--- config.mk ---
export PLATFORM = sky130hd
export DESIGN_NAME = base64_stream_encoder_top
export DESIGN_NICKNAME = d
export VERILOG_FILES = /design/src/hw/rtl/b64enc_pkg.sv /design/src/hw/rtl/b64enc_front.sv /design/src/hw/rtl/b64enc_queue.sv /design/src/hw/rtl/b64enc_back.sv /design/src/hw/rtl/base64_stream_encoder_top.sv
export SDC_FILE = /design/constraint.sdc
export NUM_CORES = 1
export LEC_CHECK = 0
export ABC_AREA = 1
export BUFFER_PORTS_ARGS = -buffer_cell sky130_fd_sc_hd__buf_2
export CAP_MARGIN = 10
export CELL_PAD_IN_SITES_DETAIL_PLACEMENT = 1
export CELL_PAD_IN_SITES_GLOBAL_PLACEMENT = 2
export CORE_UTILIZATION = 37
export CTS_BUF_LIST = sky130_fd_sc_hd__clkbuf_16
export CTS_CLUSTER_DIAMETER = 200
export DETAILED_ROUTE_END_ITERATION = 6
export PLACE_DENSITY_LB_ADDON = 0.08
export SLEW_MARGIN = 20
export SYNTH_ARGS = -nofsm -noshare
export SYNTH_HDL_FRONTEND = slang
export SYNTH_SLANG_ARGS = --single-unit
--- constraint.sdc ---
create_clock -name clock -period 5.2 [get_ports clock]
set_input_delay 0.52 -clock clock [delete_from_list [all_inputs] [get_ports clock]]
set_output_delay 0.52 -clock clock [all_outputs]
set_load 0.05 [all_outputs]
--- src/hw/rtl/b64enc_pkg.sv ---
// Shared types, constants and the character table of the base64 stream encoder.
`timescale 1ns / 1ps

package b64enc_pkg;

   // Reset value of the output limit register.
   localparam logic [15:0] LIMIT_RESET = 16'd8193;

   // Characters added to the running count by one group.
   localparam logic [15:0] GROUP_CHARS = 16'd4;

   // Padding character.
   localparam logic [7:0] PAD_CHAR = 8'h3D;

   // Number of entries in the queue between front and back.
   localparam int QueueDepth = 2;
   localparam int QUEUE_PTR_W = (QueueDepth > 1) ? $clog2(QueueDepth) : 1;
   localparam int QUEUE_CNT_W = $clog2(QueueDepth + 1);

   // Number of bytes in a group, as held in a queue entry.
   localparam logic [1:0] COUNT_ONE   = 2'd1;
   localparam logic [1:0] COUNT_TWO   = 2'd2;
   localparam logic [1:0] COUNT_THREE = 2'd3;

   // Character slots within one group.
   localparam logic [1:0] SLOT_FIRST  = 2'd0;
   localparam logic [1:0] SLOT_SECOND = 2'd1;
   localparam logic [1:0] SLOT_THIRD  = 2'd2;
   localparam logic [1:0] SLOT_FOURTH = 2'd3;

   // One input request.
   typedef struct packed {
      logic [7:0] data_byte;
      logic       last_byte;
   } req_type;

   // One result item.
   typedef struct packed {
      logic [7:0] code_char;
      logic       char_valid;
      logic       end_of_text;
      logic       truncated;
   } rsp_type;

   // One queue entry: a left-aligned group of bytes, or an end marker.
   typedef struct packed {
      logic [23:0] triple;
      logic [1:0]  count;
      logic        last;
      logic        marker;
   } group_type;

   // Queue status seen by the front and the back.
   typedef struct packed {
      logic full;
      logic not_empty;
   } queue_status_type;

   // Standard base64 alphabet.
   function automatic logic [7:0] encode_sextet(input logic [5:0] value);
      logic [7:0] ch;
      begin
         if (value < 6'd26) begin
            ch = 8'h41 + {2'b00, value};
         end else if (value < 6'd52) begin
            ch = 8'h61 + {2'b00, value - 6'd26};
         end else if (value < 6'd62) begin
            ch = 8'h30 + {2'b00, value - 6'd52};
         end else if (value == 6'd62) begin
            ch = 8'h2B;
         end else begin
            ch = 8'h2F;
         end
         return ch;
      end
   endfunction

endpackage

--- src/hw/rtl/b64enc_front.sv ---
// Front part: gathers bytes into groups, applies the output limit and queues groups.
`timescale 1ns / 1ps

module b64enc_front (
   input  logic                        clock,
   input  logic                        reset,
   input  logic                        req_valid,
   output logic                        req_stall,
   input  b64enc_pkg::req_type         req_data,
   input  logic                        csr_write_enable,
   input  logic [15:0]                 csr_write_data,
   input  b64enc_pkg::queue_status_type queue_status,
   output logic                        push,
   output b64enc_pkg::group_type       push_data
);

   logic [15:0] limit_ff, limit_in;
   logic [15:0] held_ff, held_in;
   logic [1:0]  phase_ff, phase_in;
   logic [15:0] chars_ff, chars_in;
   logic        stopped_ff, stopped_in;

   logic        accept;
   logic [1:0]  count;
   logic        group_done;
   logic [16:0] chars_next;
   logic        over_limit;
   logic [23:0] aligned;

   // A request is taken whenever the queue has room.
   assign req_stall = queue_status.full;
   assign accept    = req_valid && !queue_status.full;

   assign count      = phase_ff + 2'd1;
   assign group_done = (count == b64enc_pkg::COUNT_THREE) || req_data.last_byte;
   assign chars_next = {1'b0, chars_ff} + {1'b0, b64enc_pkg::GROUP_CHARS};
   assign over_limit = chars_next >= {1'b0, limit_ff};

   // Left-align the completed group in a 24-bit word.
   always_comb begin
      case (count)
         b64enc_pkg::COUNT_ONE:   aligned = {req_data.data_byte, 16'h0000};
         b64enc_pkg::COUNT_TWO:   aligned = {held_ff[7:0], req_data.data_byte, 8'h00};
         default:                 aligned = {held_ff, req_data.data_byte};
      endcase
   end

   // Group and message bookkeeping.
   always_comb begin
      limit_in   = csr_write_enable ? csr_write_data : limit_ff;
      held_in    = held_ff;
      phase_in   = phase_ff;
      chars_in   = chars_ff;
      stopped_in = stopped_ff;
      push       = 1'b0;
      push_data  = '{triple: aligned, count: count, last: req_data.last_byte,
                     marker: 1'b0};
      if (accept) begin
         if (!group_done) begin
            held_in  = {held_ff[7:0], req_data.data_byte};
            phase_in = count;
         end else begin
            held_in  = 16'h0000;
            phase_in = 2'd0;
            if (!stopped_ff) begin
               if (over_limit) begin
                  stopped_in = 1'b1;
               end else begin
                  push     = 1'b1;
                  chars_in = chars_next[15:0];
               end
            end
            if (req_data.last_byte) begin
               // A stopped message ends with one empty marker.
               if (stopped_in) begin
                  push             = 1'b1;
                  push_data.marker = 1'b1;
               end
               chars_in   = 16'h0000;
               stopped_in = 1'b0;
            end
         end
      end
   end

   always_ff @(posedge clock) begin
      if (reset) begin
         limit_ff   <= b64enc_pkg::LIMIT_RESET;
         held_ff    <= 16'h0000;
         phase_ff   <= 2'd0;
         chars_ff   <= 16'h0000;
         stopped_ff <= 1'b0;
      end else begin
         limit_ff   <= limit_in;
         held_ff    <= held_in;
         phase_ff   <= phase_in;
         chars_ff   <= chars_in;
         stopped_ff <= stopped_in;
      end
   end

endmodule

--- src/hw/rtl/b64enc_queue.sv ---
// Short queue of groups between the front and the back.
`timescale 1ns / 1ps

module b64enc_queue (
   input  logic                         clock,
   input  logic                         reset,
   input  logic                         push,
   input  b64enc_pkg::group_type        push_data,
   input  logic                         pop,
   output b64enc_pkg::group_type        head_data,
   output b64enc_pkg::queue_status_type status
);

   localparam int PtrW = b64enc_pkg::QUEUE_PTR_W;
   localparam int CntW = b64enc_pkg::QUEUE_CNT_W;

   b64enc_pkg::group_type entry_ff [b64enc_pkg::QueueDepth];

   logic [PtrW-1:0] wr_ptr_ff, wr_ptr_in;
   logic [PtrW-1:0] rd_ptr_ff, rd_ptr_in;
   logic [CntW-1:0] fill_ff, fill_in;
   logic            do_pop;

   assign status.full      = (fill_ff == CntW'(b64enc_pkg::QueueDepth));
   assign status.not_empty = (fill_ff != '0);
   assign head_data        = entry_ff[rd_ptr_ff];
   assign do_pop           = pop && status.not_empty;

   // Pointer and fill count updates with wrap at the depth.
   always_comb begin
      wr_ptr_in = wr_ptr_ff;
      rd_ptr_in = rd_ptr_ff;
      fill_in   = fill_ff;
      if (push) begin
         wr_ptr_in = (wr_ptr_ff == PtrW'(b64enc_pkg::QueueDepth - 1)) ? '0
                                                                       : wr_ptr_ff + 1'b1;
      end
      if (do_pop) begin
         rd_ptr_in = (rd_ptr_ff == PtrW'(b64enc_pkg::QueueDepth - 1)) ? '0
                                                                       : rd_ptr_ff + 1'b1;
      end
      if (push && !do_pop) begin
         fill_in = fill_ff + 1'b1;
      end else if (!push && do_pop) begin
         fill_in = fill_ff - 1'b1;
      end
   end

   always_ff @(posedge clock) begin
      if (reset) begin
         wr_ptr_ff <= '0;
         rd_ptr_ff <= '0;
         fill_ff   <= '0;
      end else begin
         wr_ptr_ff <= wr_ptr_in;
         rd_ptr_ff <= rd_ptr_in;
         fill_ff   <= fill_in;
      end
   end

   // Entry storage needs no reset.
   always_ff @(posedge clock) begin
      if (push) begin
         entry_ff[wr_ptr_ff] <= push_data;
      end
   end

endmodule

--- src/hw/rtl/b64enc_back.sv ---
// Back part: queued groups become registered characters, one per cycle while not stalled.
`timescale 1ns / 1ps

module b64enc_back (
   input  logic                         clock,
   input  logic                         reset,
   input  b64enc_pkg::queue_status_type queue_status,
   input  b64enc_pkg::group_type        head_data,
   output logic                         pop,
   output logic                         rsp_valid,
   input  logic                         rsp_stall,
   output b64enc_pkg::rsp_type          rsp_data
);

   logic                rsp_valid_ff, rsp_valid_in;
   b64enc_pkg::rsp_type rsp_data_ff, rsp_data_in;
   logic [1:0]          slot_ff, slot_in;

   logic                out_ready;
   logic [5:0]          sextet;
   logic                pad;
   logic                final_slot;

   assign out_ready  = !rsp_valid_ff || !rsp_stall;
   assign final_slot = (slot_ff == b64enc_pkg::SLOT_FOURTH);

   // Pick the sextet of the current slot and decide on padding.
   always_comb begin
      case (slot_ff)
         b64enc_pkg::SLOT_FIRST: begin
            sextet = head_data.triple[23:18];
            pad    = 1'b0;
         end
         b64enc_pkg::SLOT_SECOND: begin
            sextet = head_data.triple[17:12];
            pad    = 1'b0;
         end
         b64enc_pkg::SLOT_THIRD: begin
            sextet = head_data.triple[11:6];
            pad    = (head_data.count == b64enc_pkg::COUNT_ONE);
         end
         default: begin
            sextet = head_data.triple[5:0];
            pad    = (head_data.count != b64enc_pkg::COUNT_THREE);
         end
      endcase
   end

   // Load the output register whenever it is empty or being taken.
   always_comb begin
      rsp_valid_in = rsp_valid_ff;
      rsp_data_in  = rsp_data_ff;
      slot_in      = slot_ff;
      pop          = 1'b0;
      if (out_ready) begin
         rsp_valid_in = queue_status.not_empty;
         if (queue_status.not_empty) begin
            if (head_data.marker) begin
               rsp_data_in = '{code_char: 8'h00, char_valid: 1'b0,
                               end_of_text: 1'b1, truncated: 1'b1};
               pop         = 1'b1;
               slot_in     = b64enc_pkg::SLOT_FIRST;
            end else begin
               rsp_data_in = '{code_char: pad ? b64enc_pkg::PAD_CHAR
                                              : b64enc_pkg::encode_sextet(sextet),
                               char_valid: 1'b1,
                               end_of_text: final_slot && head_data.last,
                               truncated: 1'b0};
               pop         = final_slot;
               slot_in     = slot_ff + 2'd1;
            end
         end
      end
   end

   always_ff @(posedge clock) begin
      if (reset) begin
         rsp_valid_ff <= 1'b0;
         slot_ff      <= b64enc_pkg::SLOT_FIRST;
      end else begin
         rsp_valid_ff <= rsp_valid_in;
         slot_ff      <= slot_in;
      end
   end

   always_ff @(posedge clock) begin
      rsp_data_ff <= rsp_data_in;
   end

   assign rsp_valid = rsp_valid_ff;
   assign rsp_data  = rsp_data_ff;

endmodule

--- src/hw/rtl/base64_stream_encoder_top.sv ---
// Top level of the base64 stream encoder.
`timescale 1ns / 1ps

// Base64 (standard alphabet) encoder over a byte stream. Each request carries one
// byte and a last-byte mark; every third byte, or the last byte of a message,
// completes a group that the front part checks against the output limit and places
// in a two-entry queue. The back part emits four characters per group, padded with
// '=' for a short final group, at one character per cycle into an output register
// while a group is queued and the output is not stalled; bytes that do not complete
// a group are taken while the queue has room. When the running character count plus
// four reaches the output limit, that group and all later ones of the message are
// dropped, and the last byte then gives a single empty result with end_of_text and
// truncated set. Counters clear at the end of each message. The limit register
// resets to 8193 and should be written only while the block is idle.
module base64_stream_encoder_top (
   input  logic                clock,
   input  logic                reset,
   input  logic                req_valid,
   output logic                req_stall,
   input  b64enc_pkg::req_type req_data,
   output logic                rsp_valid,
   input  logic                rsp_stall,
   output b64enc_pkg::rsp_type rsp_data,
   input  logic                csr_write_enable,
   input  logic [15:0]         csr_write_data
);

   b64enc_pkg::queue_status_type queue_status;
   b64enc_pkg::group_type        push_data;
   b64enc_pkg::group_type        head_data;
   logic                         push;
   logic                         pop;

   b64enc_front u_front (
      .clock            (clock),
      .reset            (reset),
      .req_valid        (req_valid),
      .req_stall        (req_stall),
      .req_data         (req_data),
      .csr_write_enable (csr_write_enable),
      .csr_write_data   (csr_write_data),
      .queue_status     (queue_status),
      .push             (push),
      .push_data        (push_data)
   );

   b64enc_queue u_queue (
      .clock     (clock),
      .reset     (reset),
      .push      (push),
      .push_data (push_data),
      .pop       (pop),
      .head_data (head_data),
      .status    (queue_status)
   );

   b64enc_back u_back (
      .clock        (clock),
      .reset        (reset),
      .queue_status (queue_status),
      .head_data    (head_data),
      .pop          (pop),
      .rsp_valid    (rsp_valid),
      .rsp_stall    (rsp_stall),
      .rsp_data     (rsp_data)
   );

endmodule
==> results.yml <==
clocking:
  cts_buffers: 17
  clk_latency_ns: 0.42
  cts_setup_buffers: 0
  cts.repair.resized: 0
  cts_tree: "done"
  cts_root_buf: "clkbuf_16"
  clkSinkCount: 124
  cts_max_level: 4
  cts_buffer_depth: 2
  path_clk_slew_ns: 0.06
  hold_buffers: 0
global_route:
  grt_start_max_net_pins: 30
  grt.total_usage_pct: 18.74
  grt_overflow: 0
  grt_pass1_wl_mm: 25.30
  antenna_found_initial: 0
  first_global_vias: 4961
setup_path:
  rr_endpoint: "u_queue.fill_ff[1]"
  reg2regPathDepth: 25
  crit_path_start_kind: "register"
  path_class: "reg2reg"
  required_ns: 5.50
  endpoint_kind: "register"
  ff2ff_setup_slack_ns: 1.02
  critPathArrivalTime_ns: 4.48
  r2r_start: "u_front.chars_ff[3]"
  critPathMaxFanout: 23
die:
  ios: 43
  dieArea_um2: 17580
  die_x_um: 132.6
  start_util_pct: 37.91
  core_um2: 16640
  die_h_um: 132.6
  rows: 47
hold_path:
  holdPathEnd: "u_front.limit_ff[0]"
  min_from: "csr_write_data[0]"
  hold_path.class: "in2reg"
  whs_path_depth: 3
sta:
  fmax_mhz: 239.3
  finalSetupTns_ns: 0
  tightest_slew_ns: 0.6406
  drv_slew: 0
  hold_violations: 0
  clock_skew_ns: 0.01050
  fin_crit_sh_pct: 80.36
  finalSetupViolCount: 0
  fin_ws_ns: 1.021
  maxSlewHeadroom_pct: 57.19
  rsz0062_at_grt: "false"
  fin_crit_ns: 4.179
power:
  p_sw_uw: 1816
  irDropWorstVdd_v: 0.0002776
  pwr-share-clk_pct: 26.8
  power_frac_seq_pct: 31.0
  power_leakage_uw: 0.003105
  cellPowerDensity_nw_per_um2: 595.7
  switching_share_pct: 41.83
  p_int_uw: 2526
  power.share.combinational_pct: 42.2
synth:
  synth_nets: 793
  syn_area_um2: 6310
  yosysSeqAreaShare_pct: 49.97
  async_flop_share_pct: 0
  ys.flop_type: "edfxtp_1"
  ys_seq_elements: 124
  syn_inst: 729
  synth_area_per_cell_um2: 8.655
  yosysUniqueCellTypes: 42
  ys_warn_count: 0
  synth_edf_count: 67
routing:
  drc: 0
  drt_first_pass_iters: 4
  wl_per_cell_um: 15.45
  ant_nets: 0
  via_count: 4973
  postRouteWirelength_mm: 15.49
  drtIter0Drc: 149
  via_per_inst: 4.958
job:
  max_cap_viol_count: 0
placed_design:
  preCtsSetupSlack_ns: 1.073
  hpwl_mm: 11.53
  io_buffers: 42
  place.gp.congestion: 0.8175
status:
  status: "complete, no violations"
cells_and_area:
  antenna_cells: 0
  nets: 834
  nFillCells: 1972
  drive_gt1_share_pct: 14.30
  syn_to_final_growth_pct: 15.53
==> worst max-delay path, stage by stage (launching register included) <==
cell	delay, ns
dfxtp_1	0.35
ha_1	0.18
nand2_1	0.08
nor2_2	0.12
nand4_1	0.14
nor2_2	0.17
nand3_2	0.10
nor2_2	0.13
nand2_1	0.08
xor2_1	0.20
inv_1	0.07
ha_1	0.29
nand2_1	0.07
inv_1	0.05
nand2_1	0.06
nor2_1	0.04
nand2_1	0.05
nand2_1	0.05
a21oi_1	0.19
nand3_2	0.31
nand2_2	0.45
ha_1	0.34
a21oi_1	0.15
o21ai_0	0.13
o21ai_0	0.19
a21oi_1	0.07
==> area by class of cell <==
class | instances | area, µm² | share of cell area (%)
repair buffers | 47 | 247.7 | 3.399
clock buffers | 17 | 425.4 | 5.836
flip-flops and latches | 124 | 3153 | 43.25
well taps | 220 | 275.3 | 3.776
multi-input cells | 481 | 2656 | 36.44
inverters | 99 | 371.6 | 5.098
clock inverters | 15 | 160.2 | 2.197
==> power by group through the flow <==
| stage | sequential, µW | clock [µW] | combinational [µW] |
|---|---|---|---|
| 4_1_cts | 1350 | 1190 | 1860 |
| 3_3_place_gp | 1360 | 0 | 1790 |
| 6_report | 1350 | 1160 | 1830 |
| 2_1_floorplan | 1530 | 0 | 1200 |
| 5_1_grt | 1370 | 1230 | 2060 |
| 3_5_place_dp | 1370 | 0 | 1850 |
==> metal layers <==
metal / GRT usage, % / up-vias / wire length [µm]
li1: - / 2504 / -
met1: 23.82 / 2359 / 7303
met2: 31.14 / 88 / 7266
met3: 3.448 / 22 / 581
met4: 8.110 / 0 / 341
met5: 0 / - / 0
==> flip-flops by register name, indices dropped and copies added (netlist names), named ones only <==
register and count:
u_front.held_ff 16, u_queue.fill_ff 2, u_back.rsp_valid 1, u_queue.wr_ptr_ff 1
u_queue.rd_ptr_ff 1, u_front.stopped_ff 1, u_front.phase_ff 2, u_back.rsp_data 11
u_back.slot_ff 2, u_queue.entry_ff 56, u_front.chars_ff 14, u_front.limit_ff 16
==> cell usage in the layout, fill, tap and decap left out, types with 8 or more instances in the layout <==
cell type / netlist / routed
nand2_1: 145 / 145
inv_1: 94 / 94
nor2_1: 70 / 70
edfxtp_1: 67 / 67
dfxtp_1: 57 / 57
a21oi_1: 52 / 51
o21ai_0: 47 / 46
buf_2: 7 / 42
nand3_1: 37 / 37
ha_1: 34 / 34
a211oi_1: 19 / 19
clkbuf_16: 0 / 17
xor2_1: 9 / 9
a22oi_1: 9 / 9
nor2_2: 8 / 8
nand2_2: 8 / 8
==> worst max path at each step <==
stage                        start                       to  slack, ns  depth (start not counted)
4_1_cts        u_front.chars_ff[3]       u_queue.fill_ff[1]       0.98                         25
5_1_grt        u_front.chars_ff[3]       u_queue.fill_ff[1]       0.51                         25
3_5_place_dp   u_front.chars_ff[3]       u_queue.fill_ff[1]       1.07                         25
6_report       u_front.chars_ff[3]       u_queue.fill_ff[1]       1.02                         25
3_3_place_gp   u_front.chars_ff[3]  u_queue.entry_ff[1][21]       1.24                         23
2_1_floorplan  u_front.chars_ff[3]   u_queue.entry_ff[0][0]       0.99                         21
==> through the flow <==
step | area (µm²) | total power [µW] | hold slack [ns] | cells | util (%)
detailed placement | 6704 | 3217 | 0.4497 | 971 | 40.28
CTS | 7289 | 4396 | 0.3022 | 1003 | 43.80
floorplan | 6310 | 2730 | 0.4296 | 729 | -
finish | 7289 | 4342 | 0.3186 | 1003 | 43.80
global placement | 6704 | 3153 | 0.4417 | 971 | 40.28
global route | 7289 | 4653 | 0.3323 | 1003 | 43.80
==> kinds of logic (layout without fill, tap and decap cells) <==
logic type / Yosys count / in the layout / share of synthesized area (%)
adder cells (fa/ha/maj): 34 / 34 / 6.742
XOR/XNOR: 12 / 12 / 1.666
buffers and inverters: 124 / 178 / 7.991
AO/OA/AOI/OAI: 147 / 147 / 13.80
multiplexers: 1 / 1 / 0.1586
flip-flops: 124 / 124 / 49.97
AND/OR/NAND/NOR: 287 / 287 / 19.67
==> cell usage after synthesis (all sizes together), types with 2 or more instances <==
library cell    n  area share [%]
xor2            9             1.2
o22ai           4            0.40
nand3          43             3.9
nand4           3            0.30
ha             34             6.7
xnor2           3            0.42
clkbuf         12            0.71
nor2           78             5.0
buf            13             1.4
nand2         153             9.4
edfxtp         67              32
a211oi         19             2.3
inv            98             5.8
nor3            4            0.50
or2             5            0.50
a21o            2            0.24
o211ai          3            0.44
dfxtp          57              18
o21ai          54             4.8
a21oi          52             4.1
a22oi           9             1.1
Power figures use the tool's default switching activity.
